===== src/hdl/tdac_pkg.sv =====
// shared constants for the tilt and distance alert conditioner
package tdac_pkg;

    // field widths
    localparam int ECHO_W   = 15;
    localparam int TIME_W   = 32;
    localparam int DIST_W   = 18;
    localparam int THR_W    = 18;
    localparam int DEB_W    = 16;
    localparam int CNT_W    = 8;
    localparam int CFG_IDX_W = 2;
    localparam int CFG_DAT_W = 18;
    localparam int IN_DATA_W  = 48;
    localparam int OUT_DATA_W = 40;

    // echo time to cm with 8 fraction bits: (echo * 1124) >> 8
    localparam int SCALE_W = 11;
    localparam logic [SCALE_W-1:0] ECHO_SCALE = 11'd1124;
    localparam int PROD_W = ECHO_W + SCALE_W;
    localparam int FRAC_SHIFT = 8;

    // configuration register indexes
    localparam logic [CFG_IDX_W-1:0] CFG_CHANGE_THRESHOLD = 2'd0;
    localparam logic [CFG_IDX_W-1:0] CFG_DEBOUNCE_MS      = 2'd1;
    localparam logic [CFG_IDX_W-1:0] CFG_STABLE_COUNT     = 2'd2;

    // configuration reset values
    localparam logic [THR_W-1:0] THRESHOLD_RST = 18'd614;
    localparam logic [DEB_W-1:0] DEBOUNCE_RST  = 16'd300;
    localparam logic [CNT_W-1:0] STABLE_RST    = 8'd5;

    localparam logic [CNT_W-1:0] CNT_MAX = 8'd255;

    // result fields carried down the pipeline
    typedef struct packed {
        logic timed_out;
        logic active;
    } t_flags;

endpackage


===== src/hdl/tdac_cell.sv =====
// one sample cell of the window shift line
module tdac_cell (
    input  logic                        i_clk,
    input  logic                        i_rst_n,
    input  logic                        i_shift,
    input  logic [tdac_pkg::DIST_W-1:0] i_d,
    output logic [tdac_pkg::DIST_W-1:0] o_q
);

    logic [tdac_pkg::DIST_W-1:0] r_q;

    // take the neighbor's sample on a shift, window starts cleared
    always_ff @(posedge i_clk) begin
        if (!i_rst_n) begin
            r_q <= '0;
        end else if (i_shift) begin
            r_q <= i_d;
        end
    end

    assign o_q = r_q;

endmodule


===== src/hdl/tdac_debounce.sv =====
// time based debounce and low count of the tilt switch
module tdac_debounce (
    input  logic                        i_clk,
    input  logic                        i_rst_n,
    input  logic                        i_accept,
    input  logic                        i_level,
    input  logic [tdac_pkg::TIME_W-1:0] i_now,
    input  logic [tdac_pkg::DEB_W-1:0]  i_debounce_ms,
    input  logic [tdac_pkg::CNT_W-1:0]  i_stable_count,
    output logic                        o_active
);

    logic [tdac_pkg::TIME_W-1:0] r_last_time;
    logic [tdac_pkg::CNT_W-1:0]  r_low_count;
    logic [tdac_pkg::TIME_W-1:0] elapsed;
    logic                        take;
    logic [tdac_pkg::CNT_W-1:0]  n_low_count;

    // reading is taken when more than the interval has passed, modulo wrap
    always_comb begin
        elapsed = i_now - r_last_time;
        take    = elapsed > {{(tdac_pkg::TIME_W-tdac_pkg::DEB_W){1'b0}}, i_debounce_ms};
        n_low_count = r_low_count;
        if (take) begin
            if (i_level) begin
                n_low_count = '0;
            end else if (r_low_count != tdac_pkg::CNT_MAX) begin
                n_low_count = r_low_count + 1'b1;
            end
        end
    end

    assign o_active = n_low_count >= i_stable_count;

    // state moves only on an accepted request
    always_ff @(posedge i_clk) begin
        if (!i_rst_n) begin
            r_last_time <= '0;
            r_low_count <= '0;
        end else if (i_accept) begin
            r_low_count <= n_low_count;
            if (take) begin
                r_last_time <= i_now;
            end
        end
    end

endmodule


===== src/hdl/tilt_and_distance_alert_conditioner.sv =====
// top level of the tilt and distance alert conditioner
// Takes one request per clock cycle while o_s_tready is high and gives one
// result per request. The window is a shift line of WINDOW_LEN sample cells
// and a running sum that adds the new sample and drops the oldest, followed
// by a reciprocal multiply that forms the mean. Stages are: echo scaling and
// switch debounce, window update, mean multiply, then change and alert into
// the output register. Each stage holds its item while the one after it is
// full, so a result waiting at the output does not stop earlier stages from
// filling. Configuration writes take effect at once and are meant to be made
// while no request is in flight.
module tilt_and_distance_alert_conditioner #(
    parameter int WINDOW_LEN = 5
) (
    input  logic                            i_clk,
    input  logic                            i_rst_n,
    // request side
    input  logic                            i_s_tvalid,
    output logic                            o_s_tready,
    // echo_us[14:0], switch_level[15], now_ms[47:16]
    input  logic [tdac_pkg::IN_DATA_W-1:0]  i_s_tdata,
    // result side
    output logic                            o_m_tvalid,
    input  logic                            i_m_tready,
    // distance_avg[17:0], distance_change[35:18], switch_active[36],
    // alert[37], timed_out[38], zero[39]
    output logic [tdac_pkg::OUT_DATA_W-1:0] o_m_tdata,
    // configuration write port
    input  logic                            i_cfg_we,
    input  logic [tdac_pkg::CFG_IDX_W-1:0]  i_cfg_idx,
    input  logic [tdac_pkg::CFG_DAT_W-1:0]  i_cfg_wdata
);

    localparam int LOG_N  = $clog2(WINDOW_LEN);
    localparam int SUM_W  = tdac_pkg::DIST_W + LOG_N;
    localparam int SH     = SUM_W + LOG_N;
    localparam int MPROD_W = 2 * SUM_W + 1;
    localparam logic [63:0] MUL_FULL =
        ((64'd1 << SH) + 64'(WINDOW_LEN) - 64'd1) / 64'(WINDOW_LEN);
    localparam logic [SUM_W:0] MUL = MUL_FULL[SUM_W:0];

    // configuration registers
    logic [tdac_pkg::THR_W-1:0] r_threshold;
    logic [tdac_pkg::DEB_W-1:0] r_debounce_ms;
    logic [tdac_pkg::CNT_W-1:0] r_stable_count;

    always_ff @(posedge i_clk) begin
        if (!i_rst_n) begin
            r_threshold    <= tdac_pkg::THRESHOLD_RST;
            r_debounce_ms  <= tdac_pkg::DEBOUNCE_RST;
            r_stable_count <= tdac_pkg::STABLE_RST;
        end else if (i_cfg_we) begin
            case (i_cfg_idx)
                tdac_pkg::CFG_CHANGE_THRESHOLD: r_threshold    <= i_cfg_wdata;
                tdac_pkg::CFG_DEBOUNCE_MS:
                    r_debounce_ms  <= i_cfg_wdata[tdac_pkg::DEB_W-1:0];
                tdac_pkg::CFG_STABLE_COUNT:
                    r_stable_count <= i_cfg_wdata[tdac_pkg::CNT_W-1:0];
                default: ;
            endcase
        end
    end

    // request fields
    logic [tdac_pkg::ECHO_W-1:0] in_echo;
    logic                        in_level;
    logic [tdac_pkg::TIME_W-1:0] in_now;

    assign in_echo  = i_s_tdata[tdac_pkg::ECHO_W-1:0];
    assign in_level = i_s_tdata[tdac_pkg::ECHO_W];
    assign in_now   = i_s_tdata[tdac_pkg::ECHO_W+1 +: tdac_pkg::TIME_W];

    // stage valids and load enables, each stage loads when empty or draining
    logic r0_valid, r1_valid, r2_valid, r3_valid;
    logic ld0, ld1, ld2, ld3;
    logic accept;

    assign ld3 = !r3_valid || i_m_tready;
    assign ld2 = !r2_valid || ld3;
    assign ld1 = !r1_valid || ld2;
    assign ld0 = !r0_valid || ld1;
    assign o_s_tready = ld0;
    assign accept = i_s_tvalid && ld0;

    always_ff @(posedge i_clk) begin
        if (!i_rst_n) begin
            r0_valid <= 1'b0;
            r1_valid <= 1'b0;
            r2_valid <= 1'b0;
            r3_valid <= 1'b0;
        end else begin
            if (ld0) r0_valid <= i_s_tvalid;
            if (ld1) r1_valid <= r0_valid;
            if (ld2) r2_valid <= r1_valid;
            if (ld3) r3_valid <= r2_valid;
        end
    end

    // stage 0: switch debounce and echo scaling
    logic                         active;
    logic [tdac_pkg::PROD_W-1:0]  echo_prod;
    logic [tdac_pkg::DIST_W-1:0]  r0_sample;
    tdac_pkg::t_flags             r0_flags;

    tdac_debounce u_debounce (
        .i_clk          (i_clk),
        .i_rst_n        (i_rst_n),
        .i_accept       (accept),
        .i_level        (in_level),
        .i_now          (in_now),
        .i_debounce_ms  (r_debounce_ms),
        .i_stable_count (r_stable_count),
        .o_active       (active)
    );

    assign echo_prod = tdac_pkg::PROD_W'(in_echo) * tdac_pkg::PROD_W'(tdac_pkg::ECHO_SCALE);

    always_ff @(posedge i_clk) begin
        if (ld0) begin
            r0_sample          <= echo_prod[tdac_pkg::FRAC_SHIFT +: tdac_pkg::DIST_W];
            r0_flags.timed_out <= in_echo == '0;
            r0_flags.active    <= active;
        end
    end

    // stage 1: shift line of sample cells and running sum
    logic                         shift;
    logic [tdac_pkg::DIST_W-1:0]  cell_q [WINDOW_LEN];
    logic [SUM_W-1:0]             r_sum;
    logic [SUM_W-1:0]             n_sum;
    tdac_pkg::t_flags             r1_flags;

    assign shift = ld1 && r0_valid && !r0_flags.timed_out;

    genvar g;
    generate
        for (g = 0; g < WINDOW_LEN; g++) begin : g_cell
            if (g == 0) begin : g_head
                tdac_cell u_cell (
                    .i_clk   (i_clk),
                    .i_rst_n (i_rst_n),
                    .i_shift (shift),
                    .i_d     (r0_sample),
                    .o_q     (cell_q[g])
                );
            end else begin : g_body
                tdac_cell u_cell (
                    .i_clk   (i_clk),
                    .i_rst_n (i_rst_n),
                    .i_shift (shift),
                    .i_d     (cell_q[g-1]),
                    .o_q     (cell_q[g])
                );
            end
        end
    endgenerate

    // new sample in, oldest sample out
    assign n_sum = r_sum + SUM_W'(r0_sample) - SUM_W'(cell_q[WINDOW_LEN-1]);

    always_ff @(posedge i_clk) begin
        if (!i_rst_n) begin
            r_sum <= '0;
        end else if (shift) begin
            r_sum <= n_sum;
        end
    end

    always_ff @(posedge i_clk) begin
        if (ld1) begin
            r1_flags <= r0_flags;
        end
    end

    // stage 2: mean by reciprocal multiply
    logic [MPROD_W-1:0] r2_prod;
    tdac_pkg::t_flags   r2_flags;

    always_ff @(posedge i_clk) begin
        if (ld2) begin
            r2_prod  <= MPROD_W'(r_sum) * MPROD_W'(MUL);
            r2_flags <= r1_flags;
        end
    end

    // stage 3: distance, change, alert into the output register
    logic [tdac_pkg::DIST_W-1:0] avg_dist;
    logic [tdac_pkg::DIST_W-1:0] change;
    logic [tdac_pkg::DIST_W-1:0] r_prev;
    logic [tdac_pkg::DIST_W-1:0] r3_dist;
    logic [tdac_pkg::DIST_W-1:0] r3_change;
    logic                        r3_alert;
    tdac_pkg::t_flags            r3_flags;

    always_comb begin
        avg_dist = r2_flags.timed_out ? r_prev : r2_prod[SH +: tdac_pkg::DIST_W];
        change   = (avg_dist >= r_prev) ? avg_dist - r_prev : r_prev - avg_dist;
    end

    always_ff @(posedge i_clk) begin
        if (!i_rst_n) begin
            r_prev <= '0;
        end else if (ld3 && r2_valid) begin
            r_prev <= avg_dist;
        end
    end

    always_ff @(posedge i_clk) begin
        if (ld3) begin
            r3_dist   <= avg_dist;
            r3_change <= change;
            r3_alert  <= (change >= r_threshold) && !r2_flags.active;
            r3_flags  <= r2_flags;
        end
    end

    // result packing
    assign o_m_tvalid = r3_valid;
    assign o_m_tdata  = {1'b0, r3_flags.timed_out, r3_alert, r3_flags.active,
                         r3_change, r3_dist};

endmodule

===== config.mk =====
export PLATFORM = sky130hd
export DESIGN_NAME = tilt_and_distance_alert_conditioner
export DESIGN_NICKNAME = d
export VERILOG_FILES = /design/src/hdl/tdac_pkg.sv /design/src/hdl/tdac_cell.sv /design/src/hdl/tdac_debounce.sv /design/src/hdl/tilt_and_distance_alert_conditioner.sv
export SDC_FILE = /design/constraint.sdc
export NUM_CORES = 1
export LEC_CHECK = 0
export BUFFER_PORTS_ARGS = -buffer_cell sky130_fd_sc_hd__buf_2
export CAP_MARGIN = 10
export CORE_ASPECT_RATIO = 1.4
export CORE_MARGIN = 2
export CORE_UTILIZATION = 45
export DETAILED_ROUTE_END_ITERATION = 12
export PLACE_DENSITY = 0.69
export SYNTH_ARGS = -nofsm -noshare
export SYNTH_HDL_FRONTEND = slang
export SYNTH_SLANG_ARGS = --single-unit

===== constraint.sdc =====
create_clock -name i_clk -period 8.84 [get_ports i_clk]
set_input_delay 1.326 -clock i_clk [delete_from_list [all_inputs] [get_ports i_clk]]
set_output_delay 1.326 -clock i_clk [all_outputs]
set_load 0.1 [all_outputs]

==> metrics.yaml, run 1 <==
status:
  result_of_the_run: "complete, no violations"
clocking:
  worst_skew_pair.late_latency_ns: 0.61
  cts_root_buf: "sky130_fd_sc_hd__clkbuf_16"
  htree_num_levels: 1
  cts-root-to-sink-buffers: 3
  number_of_buffers_inserted_by_hold_repair_at_cts: 0
  cts_buffers: 31
  cts_setup_buffers: 0
  resized_after_cts: 0
  clock_sinks: 296
  tritoncts: "built"
  clkTransAtPathRegs_ns: 0.07
timing:
  finalCritPeriodShare_pct: 82.0
  slew_viols_final: 0
  setup_viol: 0
  grt_setup_unrepaired: "no"
  fin_skew_ns: 0.0242
  timing.setup.tns_ns: 0
  worst_pin_slew_ns: 0.900
  timing.final.crit_period_ns: 7.25
  maxSlewHeadroom_pct: 40.0
  fmax_ghz: 0.138
  final_hold_viol_count: 0
die:
  row_count: 104
  floorplan.io_pins: 115
  core_area_sq_um: 57400
  dieArea_sq_um: 59800
  die_height_um: 289
  floorplan.initialDensity_pct: 45.3
  die_w_um: 207
grt:
  gr-total-overflow: 0
  grt_util_all_layers_pct: 18.7
  first_pass_grt_wire_length_um: 92800
  grt_start_max_net_pins: 121
  grt_pass1_vias: 19100
  initial_antenna_violation_count: 1
pwr:
  ir_worst_vdd_v: 0.000232
  power_density_nw_per_um2: 399
  reported_leakage_power_nw: 13.8
final_layout:
  drive_above_1_share_pct: 7.14
  area_growth_syn_to_fin_pct: 8.53
  multiInputGateArea_sq_um: 16800
  design.final.nets: 3619
  postLayoutCoreUtil_pct: 49.2
  area.sequential_sq_um: 6740
  num-fill-cells: 5446
synth:
  postSynth.asyncResetShare_pct: 0
  syn-instance-count: 2895
  yosys_warnings: 0
  mappedNetlistNets: 3556
  synth_flop_cell: "sky130_fd_sc_hd__dfxtp_1"
  synthesis.area_per_instance_sq_um: 8.99
  ys_seq_area_share_pct: 25.9
  synth_enable_flop_cells: 81
  number_of_unique_standard_cell_types_used_by_synthesis: 80
  mappedNetlistArea_sq_um: 26000
  flip_flop_and_latch_count_after_synthesis: 296
route:
  routed_wl_um: 55600
  drt_pass1_iterations: 5
  post-route-drc-count: 0
  met3RoutedLength_um: 1460
  detailed_routing_wirelength_on_met1_um: 22600
  routed.top_layer: "met4"
  via_count: 19000
  routed_via_density: 5.10
  antenna_violating_nets_post_route: 0
  initialDrtViolationCount: 887
  post_drt_wl_per_cell_um: 14.9
  wl_met2_um: 29400
run:
  max_cap_viol_count: 0
critical_path:
  start_kind: "input port"
  critical_path_required_ns: 9.19
  endpoint_kind: "register"
  critical-path-top-cell-by-count: "sky130_fd_sc_hd__o21ai_0"
  max_stage_delay_ns: 0.66
  critical_path_arrival_ns: 7.60
  crit_fanout: 22
  worst-setup-path-type: "input port to register"
  critPathSlowestCell: "sky130_fd_sc_hd__or4_4"
place:
  count_of_buffers_from_port_buffering: 113
  gp_routability_congestion: 0.902
  dp_hpwl_um: 45300
hold_path:
  holdCritPathClass: "register to register"
[through the flow]
step           cell area (sq um)  setup WS, ns  hold WS, ns  instances  total power [mW]
6_report                   28200          1.59        0.403       3726              11.3
5_1_grt                    28200          1.05        0.411       3726              12.6
4_1_cts                    28200          1.63        0.404       3725              11.4
3_5_place_dp               27200         0.998        0.406       3667              10.1
3_3_place_gp               27200          1.09        0.410       3667              9.93
2_1_floorplan              26000          1.74        0.400       2895              8.20
[final cells by class]
class	instances	share of cell area (%)
diodes	1	0.00886
inverters	559	7.43
multi-input cells	1943	59.5
clock inverters	20	0.634
repair buffers	127	2.40
clock buffers	38	2.88
flip-flops and latches	296	23.9
well taps	742	3.29
[registers in the layout, indices dropped and copies added, names as in the netlist]
signal                    count
o_m_tvalid                    1
o_m_tdata                     2
r3_dist                      18
r2_flags                      2
u_debounce.r_low_count        8
u_debounce.r_last_time       32
r2_prod                      18
r3_change                    18
r_threshold                  18
r1_flags                      2
r2_valid                      1
r_prev                       18
r_stable_count                8
r1_valid                      1
r_sum                        21
r0_valid                      1
r0_sample                    18
r3_alert                      1
r_debounce_ms                16
g_cell.g_head.u_cell.o_q     18
g_cell.g_body.u_cell.o_q     72
r0_flags                      2
[worst max-delay path: cells and delay by family]
family,cells,cell delay [ns]
AO/OA/AOI/OAI,14,2.67
AND/OR/NAND/NOR,13,2.38
XOR/XNOR,1,0.20
buffers and inverters,1,0.11
adder cells (fa/ha/maj),3,0.95
[kinds of logic after synthesis]
family          count (synthesis)  share of synthesized area, %
simple gates                  669                          11.6
other cells                     1                        0.0144
mux                            45                          1.77
buf+inv                       656                          9.59
xor+xnor                       88                          2.96
fa+ha+maj                     588                          33.8
compound gates                552                          14.4
flops                         296                          25.9
[synth_stat cells, drive strengths merged (5+ instances only)]
master	n	share of area (%)
a21boi	119	3.4
o21ai	105	2.0
inv	559	8.1
xnor2	61	2.1
o41ai	6	0.27
xor2	27	0.91
nor2b	24	0.58
nor4	6	0.17
a211oi	15	0.43
mux2i	36	1.4
nand2	371	5.4
dfxtp	215	17
a21o	49	1.4
and3	17	0.42
fa	190	15
a21oi	116	2.2
nor3b	5	0.14
nand3b	8	0.23
o211a	21	0.81
buf	11	0.28
o21a	18	0.52
o31ai	9	0.26
nand2b	15	0.36
edfxtp	81	9.3
and2	21	0.50
o211ai	23	0.68
nor3	29	0.56
nand3	61	1.2
a31oi	14	0.36
ha	398	19
mux2	9	0.39
clkbuf	86	1.2
o21bai	17	0.49
nor2	71	1.0
nand4	20	0.48
[power breakdown]
part	total, mW	switching, mW	internal [mW]
sequential	1.99	0.151	1.84
combinational	7.99	4.82	3.16
clock	1.29	0.592	0.695
[worst paths after layout]
kind / slack (ns) / startpoint / depth (start not counted) / endpoint
max: 1.59 / i_s_tdata[20] / 32 / r0_flags[0]
min: 0.40 / r1_flags[0] / 0 / r2_flags[0]
max reg2reg: 1.66 / r_sum[10] / 21 / r2_prod[41]
min reg2reg: 0.40 / r1_flags[0] / 0 / r2_flags[0]
[placed cells by master, fill, tap and decap left out, types with 5 or more instances in the layout]
cell                        instances
sky130_fd_sc_hd__edfxtp_1          81
sky130_fd_sc_hd__clkinv_4           5
sky130_fd_sc_hd__o21bai_1          16
sky130_fd_sc_hd__a21boi_0         119
sky130_fd_sc_hd__o21ai_0          103
sky130_fd_sc_hd__nor3_1            29
sky130_fd_sc_hd__nand3b_1           8
sky130_fd_sc_hd__nor2b_1           23
sky130_fd_sc_hd__fa_1             190
sky130_fd_sc_hd__xor2_1            27
sky130_fd_sc_hd__nand2_1          371
sky130_fd_sc_hd__o21a_1            18
sky130_fd_sc_hd__nor2_1            71
sky130_fd_sc_hd__dfxtp_1          215
sky130_fd_sc_hd__and3_1            14
sky130_fd_sc_hd__a211oi_1          15
sky130_fd_sc_hd__inv_1            559
sky130_fd_sc_hd__nand4_1           20
sky130_fd_sc_hd__nand2b_1          15
sky130_fd_sc_hd__buf_2            112
sky130_fd_sc_hd__clkbuf_16         31
sky130_fd_sc_hd__o41ai_1            5
sky130_fd_sc_hd__o211a_1           21
sky130_fd_sc_hd__clkbuf_1           6
sky130_fd_sc_hd__nand3_1           61
sky130_fd_sc_hd__o31ai_1            9
sky130_fd_sc_hd__buf_4             14
sky130_fd_sc_hd__mux2_2             9
sky130_fd_sc_hd__mux2i_1           36
sky130_fd_sc_hd__a21oi_1          116
sky130_fd_sc_hd__ha_1             398
sky130_fd_sc_hd__a21o_1            47
sky130_fd_sc_hd__and2_1            21
sky130_fd_sc_hd__xnor2_1           61
sky130_fd_sc_hd__o211ai_1          22
sky130_fd_sc_hd__nor4_1             5
sky130_fd_sc_hd__a31oi_1           13
[per-layer routing]
metal	GRT usage (%)	vias to the layer above
met5	0	-
met4	7.30	0
met3	1.53	109
met2	36.0	268
met1	21.3	8950
li1	-	9663
(Power assumes the default switching activity.)
==> run 2: changes to the inputs <==
--- a/config.mk
+++ b/config.mk
@@ -11,7 +11,7 @@
 export CORE_MARGIN = 2
 export CORE_UTILIZATION = 45
 export DETAILED_ROUTE_END_ITERATION = 12
-export PLACE_DENSITY = 0.69
+export PLACE_DENSITY = 0.72
 export SYNTH_ARGS = -nofsm -noshare
 export SYNTH_HDL_FRONTEND = slang
 export SYNTH_SLANG_ARGS = --single-unit
==> constraint.sdc (replaced) <==
create_clock -name i_clk -period 6.5 [get_ports i_clk]
set_input_delay 0.975 -clock i_clk [delete_from_list [all_inputs] [get_ports i_clk]]
set_output_delay 0.975 -clock i_clk [all_outputs]
set_load 0.1 [all_outputs]
==> run 2 against run 1 <==
Effect of this change: utilization rose by 2.6 points; cell count is 3.5% higher; critical path depth decreased by 8; clock-buffer cell count up 5; sequential share of layout area down 1.1 points; routed wire length increased by 4.8%; first-iteration DRC count rose by 4.7%; die area did not move; register-to-register slack worse by 1.6 ns; worst setup slack worse by 1.6 ns; non-clock buffer count rose by 133; sequential cell count stayed put.
==> metrics.yaml, run 2 (same netlist as run 1, synthesis figures left out) <==
final_layout:
  num-fill-cells: 5212
  multiInputGateArea_sq_um: 17200
  largest_register_ffs: 72
  area_growth_syn_to_fin_pct: 14.3
  drive_above_1_share_pct: 13.3
  most-common-layout-cells: "sky130_fd_sc_hd__inv_1 (551), sky130_fd_sc_hd__ha_1 (374), sky130_fd_sc_hd__nand2_1 (371), sky130_fd_sc_hd__dfxtp_1 (202), sky130_fd_sc_hd__fa_1 (185)"
  antenna-diode-count: 0
  final_common_cell: "sky130_fd_sc_hd__inv_1"
  design.final.nets: 3751
  area.sequential_sq_um: 6760
grt:
  grt_util_all_layers_pct: 19.3
  first_pass_grt_wire_length_um: 95700
  grt_start_max_net_pins: 126
  initial_antenna_violation_count: 0
  gr-total-overflow: 0
  grt_pass1_vias: 20000
timing:
  setup_viol: 0
  worst_pin_slew_ns: 0.856
  finalCritPeriodShare_pct: 99.6
  timing.setup.tns_ns: 0
  maxSlewHeadroom_pct: 42.9
  timing.final.crit_period_ns: 6.48
  slew_viols_final: 0
  fmax_ghz: 0.154
  final_hold_viol_count: 0
  fin_skew_ns: 0.0234
  grt_setup_unrepaired: "yes"
route:
  routed_via_density: 5.12
  antenna_violating_nets_post_route: 0
  routed_wl_um: 58300
  post-route-drc-count: 0
  post_drt_wl_per_cell_um: 15.1
  drt_pass1_iterations: 5
  initialDrtViolationCount: 929
  via_count: 19700
place:
  count_of_buffers_from_port_buffering: 113
  dp_hpwl_um: 47000
  gp_routability_congestion: 0.929
die:
  dieArea_sq_um: 59800
  floorplan.initialDensity_pct: 45.3
  floorplan.io_pins: 115
  row_count: 104
  core_area_sq_um: 57400
  die_height_um: 289
  die_w_um: 207
clocking:
  number_of_buffers_inserted_by_hold_repair_at_cts: 0
  worst_skew_pair.late_latency_ns: 0.59
  htree_num_levels: 1
  clkTransAtPathRegs_ns: 0.07
  clock_sinks: 296
  cts-root-to-sink-buffers: 3
  cts_buffers: 30
  tritoncts: "built"
  cts_root_buf: "sky130_fd_sc_hd__clkbuf_16"
critical_path:
  endpoint_kind: "register"
  critical_path_arrival_ns: 6.80
  worst-setup-path-type: "register to register"
  crit_fanout: 3
  critical_path_required_ns: 6.82
  start_kind: "register"
run:
  max_cap_viol_count: 0
status:
  result_of_the_run: "complete, no violations"
hold_path:
  holdCritPathClass: "register to register"
-- run 2: cell count changes in the layout (fill, tap and decap cells not counted), sizes merged --
cell	change
bufinv	+2
buf	+133
clkinvlp	-1
clkbuf	+5
clkinv	-5
diode	-1
inv	-3
-- run 2: path summary, 6_finish.rpt --
path / startpoint / endpoint / slack [ns] / depth (start not counted)
worst max-delay path: r_sum[5] / r2_prod[41] / 0.02 / 24
worst min-delay path: r0_flags[0] / r1_flags[0] / 0.41 / 0
worst max register to register: r_sum[5] / r2_prod[41] / 0.02 / 24
worst min register to register: r0_flags[0] / r1_flags[0] / 0.41 / 0
-- run 2: timing repair --
item,in CTS,in global routing
buffers inserted,0,1
gates resized for setup,11,62
pin swaps,6,49
setup endpoints to repair,8,7
cloned,0,0
-- run 2: per-stage QoR --
step	utilization [%]	hold slack [ns]	cells	setup WS (ns)	area, sq um
after global routing	51.8	0.426	3856	-0.184	29700
after CTS	51.2	0.415	3855	-0.0356	29400
after global placement	49.3	0.417	3799	-0.148	28300
after detailed placement	49.3	0.417	3799	-0.249	28300
after floorplan	-	0.400	2895	0.0310	26100
final	51.8	0.413	3856	0.0246	29700
-- run 2: layer usage --
metal	GRT usage [%]	up-vias	share of wire, %
li1	-	9910	-
met1	21.6	9329	40
met2	37.0	351	53
met3	1.74	141	3.0
met4	8.70	0	4.6
met5	0	-	0
-- run 2: area by class of cell --
class	instances	area share [%]
Inverter	559	7.07
Clock inverter	13	0.560
Clock buffer	43	2.90
Timing Repair Buffer	260	5.71
Sequential cell	296	22.7
Tap cell	742	3.12
Multi-Input combinational cell	1943	57.9
-- run 2: worst max-delay path, stage by stage (launching register included) --
cell and delay [ns]:
sky130_fd_sc_hd__dfxtp_4 0.36, sky130_fd_sc_hd__buf_6 0.12, sky130_fd_sc_hd__ha_4 0.27, sky130_fd_sc_hd__inv_4 0.05, sky130_fd_sc_hd__fa_1 0.51, sky130_fd_sc_hd__inv_2 0.04, sky130_fd_sc_hd__fa_1 0.46, sky130_fd_sc_hd__fa_1 0.51
sky130_fd_sc_hd__fa_1 0.54, sky130_fd_sc_hd__fa_1 0.51, sky130_fd_sc_hd__inv_2 0.04, sky130_fd_sc_hd__fa_1 0.47, sky130_fd_sc_hd__inv_1 0.04, sky130_fd_sc_hd__ha_2 0.17, sky130_fd_sc_hd__a21oi_2 0.16, sky130_fd_sc_hd__nor2_1 0.06
sky130_fd_sc_hd__a211o_1 0.29, sky130_fd_sc_hd__a21o_1 0.18, sky130_fd_sc_hd__o2111a_1 0.28, sky130_fd_sc_hd__o31a_1 0.37, sky130_fd_sc_hd__o21ai_2 0.21, sky130_fd_sc_hd__a311oi_2 0.13, sky130_fd_sc_hd__a21o_1 0.21, sky130_fd_sc_hd__a21oi_2 0.13
sky130_fd_sc_hd__xnor2_1 0.07
Power of run 2 is left out: the tool's default activity adds up to more than one toggle a clock period on the data nets, which glitch-free logic cannot reach.
==> run 3: changes to the inputs <==
--- a/config.mk
+++ b/config.mk
@@ -9,9 +9,9 @@
 export CAP_MARGIN = 10
 export CORE_ASPECT_RATIO = 1.4
 export CORE_MARGIN = 2
-export CORE_UTILIZATION = 45
+export CORE_UTILIZATION = 55
 export DETAILED_ROUTE_END_ITERATION = 12
-export PLACE_DENSITY = 0.72
+export PLACE_DENSITY = 0.83
 export SYNTH_ARGS = -nofsm -noshare
 export SYNTH_HDL_FRONTEND = slang
 export SYNTH_SLANG_ARGS = --single-unit
==> run 3 against run 2 <==
Effect of this change: cell area up 0.21%; die area down 18%; worst setup slack worse by 0.074 ns; fmax down 1.1%; the flow now finishes with violations (setup timing); via count up 4.0%; cell count down 2.7%; critical path depth down 1; clock-buffer cell count down 11; utilization up 12 points; sequential cell count unchanged.
==> metrics.yaml, run 3 (same netlist as run 1, synthesis figures left out) <==
timing:
  maxSlewHeadroom_pct: 36.3
  setup_ws_ns: -0.0492
  setup_viol: 2
  timing.final.crit_period_ns: 6.55
  fmax_ghz: 0.153
  grt_setup_unrepaired: "yes"
  final_hold_viol_count: 0
  finalCritPeriodShare_pct: 101
  fin_skew_ns: 0.0121
  worst_pin_slew_ns: 0.955
  slew_viols_final: 0
route:
  drt_pass1_iterations: 5
  post-route-drc-count: 0
  antenna_violating_nets_post_route: 0
  post_drt_wl_per_cell_um: 16.8
  routed_via_density: 5.47
  initialDrtViolationCount: 1066
  routed_wl_um: 62900
  via_count: 20500
die:
  floorplan.io_pins: 115
  floorplan.initialDensity_pct: 55.6
  dieArea_sq_um: 49100
  die_w_um: 188
  core_area_sq_um: 46800
  die_height_um: 261
  row_count: 94
final_layout:
  area_growth_syn_to_fin_pct: 14.5
  most-common-layout-cells: "sky130_fd_sc_hd__inv_1 (545), sky130_fd_sc_hd__nand2_1 (370), sky130_fd_sc_hd__ha_1 (366), sky130_fd_sc_hd__dfxtp_1 (200), sky130_fd_sc_hd__fa_1 (180)"
  largest_register_ffs: 72
  final_common_cell: "sky130_fd_sc_hd__inv_1"
  num-fill-cells: 3644
  area.sequential_sq_um: 6780
  final_area_sq_um: 29800
  design.final.nets: 3764
  drive_above_1_share_pct: 14.5
  multiInputGateArea_sq_um: 17300
place:
  placed_area_sq_um: 28100
  dp_hpwl_um: 46500
  count_of_buffers_from_port_buffering: 113
  gp_routability_congestion: 0.940
clocking:
  clock_sinks: 296
  cts-root-to-sink-buffers: 3
  cts_root_buf: "sky130_fd_sc_hd__clkbuf_16"
  worst_skew_pair.late_latency_ns: 0.59
  tritoncts: "built"
  clkTransAtPathRegs_ns: 0.07
  number_of_buffers_inserted_by_hold_repair_at_cts: 0
  htree_num_levels: 1
  cts_buffers: 30
status:
  violations: "setup timing"
  result_of_the_run: "finished, violations left"
critical_path:
  worstSetupStartpoint: "r_sum[5]"
  worst_setup_path_endpoint: "r2_prod[41]"
  timing.reg2reg.worst_path_depth: 23
  start_kind: "register"
  reg2reg_from: "r_sum[5]"
  crit-reg2reg-capture: "r2_prod[41]"
  r2r_setup_slack_ns: -0.05
  critical_path_arrival_ns: 6.88
  worst-setup-path-type: "register to register"
  critical_path_required_ns: 6.84
  endpoint_kind: "register"
  crit_fanout: 3
hold_path:
  holdCritPathClass: "register to register"
  min-delay-start: "r0_flags[0]"
run:
  max_cap_viol_count: 0
grt:
  first_pass_grt_wire_length_um: 98000
  grt_start_max_net_pins: 138
  grt_pass1_vias: 21100
  initial_antenna_violation_count: 1
  grt_util_all_layers_pct: 24.3
  gr-total-overflow: 0
-- run 3: how the worst min path moves through the flow --
stage,to,slack (ns),cells after the start
global route,r1_flags[0],0.41,0
global placement,r1_flags[0],0.41,0
detailed placement,r1_flags[0],0.41,0
CTS,r1_flags[0],0.41,0
floorplan,r1_flags[0],0.40,0
finish,r1_flags[0],0.42,0
-- run 3: worst max-delay path, cell delays in order (launching register included) --
cell                       delay (ns)
sky130_fd_sc_hd__dfxtp_4         0.37
sky130_fd_sc_hd__buf_6           0.12
sky130_fd_sc_hd__ha_4            0.29
sky130_fd_sc_hd__inv_6           0.04
sky130_fd_sc_hd__fa_1            0.48
sky130_fd_sc_hd__inv_2           0.04
sky130_fd_sc_hd__fa_1            0.56
sky130_fd_sc_hd__fa_1            0.45
sky130_fd_sc_hd__fa_1            0.53
sky130_fd_sc_hd__fa_1            0.53
sky130_fd_sc_hd__inv_2           0.08
sky130_fd_sc_hd__fa_1            0.49
sky130_fd_sc_hd__inv_1           0.05
sky130_fd_sc_hd__ha_2            0.31
sky130_fd_sc_hd__nand2_1         0.07
sky130_fd_sc_hd__or3_4           0.37
sky130_fd_sc_hd__a211oi_4        0.23
sky130_fd_sc_hd__o2111a_1        0.27
sky130_fd_sc_hd__o31a_1          0.23
sky130_fd_sc_hd__o21ai_2         0.10
sky130_fd_sc_hd__a311oi_2        0.26
sky130_fd_sc_hd__a21o_1          0.21
sky130_fd_sc_hd__a21oi_2         0.07
sky130_fd_sc_hd__xnor2_1         0.11
-- run 3: final cells by class --
type,count,area share [%]
clock inverter,24,0.840
sequential,296,22.7
antenna,1,0.00840
tap,624,2.62
multi-input combinational,1943,58.1
inverter,559,7.06
timing repair buffer,273,6.06
clock buffer,32,2.54
-- run 3: metal layers --
metal	GRT usage, %	wire [um]	up-vias
met5	0	0	-
li1	-	-	9951
met3	2.44	2740	255
met1	25.7	23400	9700
met4	13.3	3980	0
met2	47.2	32800	614
-- run 3: what timing repair did --
item	in CTS	in global routing
setup endpoints to repair	8	9
pin swaps	19	68
gates resized for setup	34	75
buffers inserted	13	9
-- run 3: metrics by stage --
stage	TNS (ns)	std cells	setup WS (ns)	hold slack, ns	utilization (%)
global route	-1.07	3752	-0.231	0.411	63.7
detailed placement	-1.14	3676	-0.274	0.410	60.1
CTS	0	3745	0.000516	0.411	62.9
floorplan	0	2895	0.0310	0.400	-
global placement	-0.366	3676	-0.123	0.411	60.1
finish	-0.0634	3752	-0.0492	0.421	63.7
Power of run 3 is left out for the same reason.
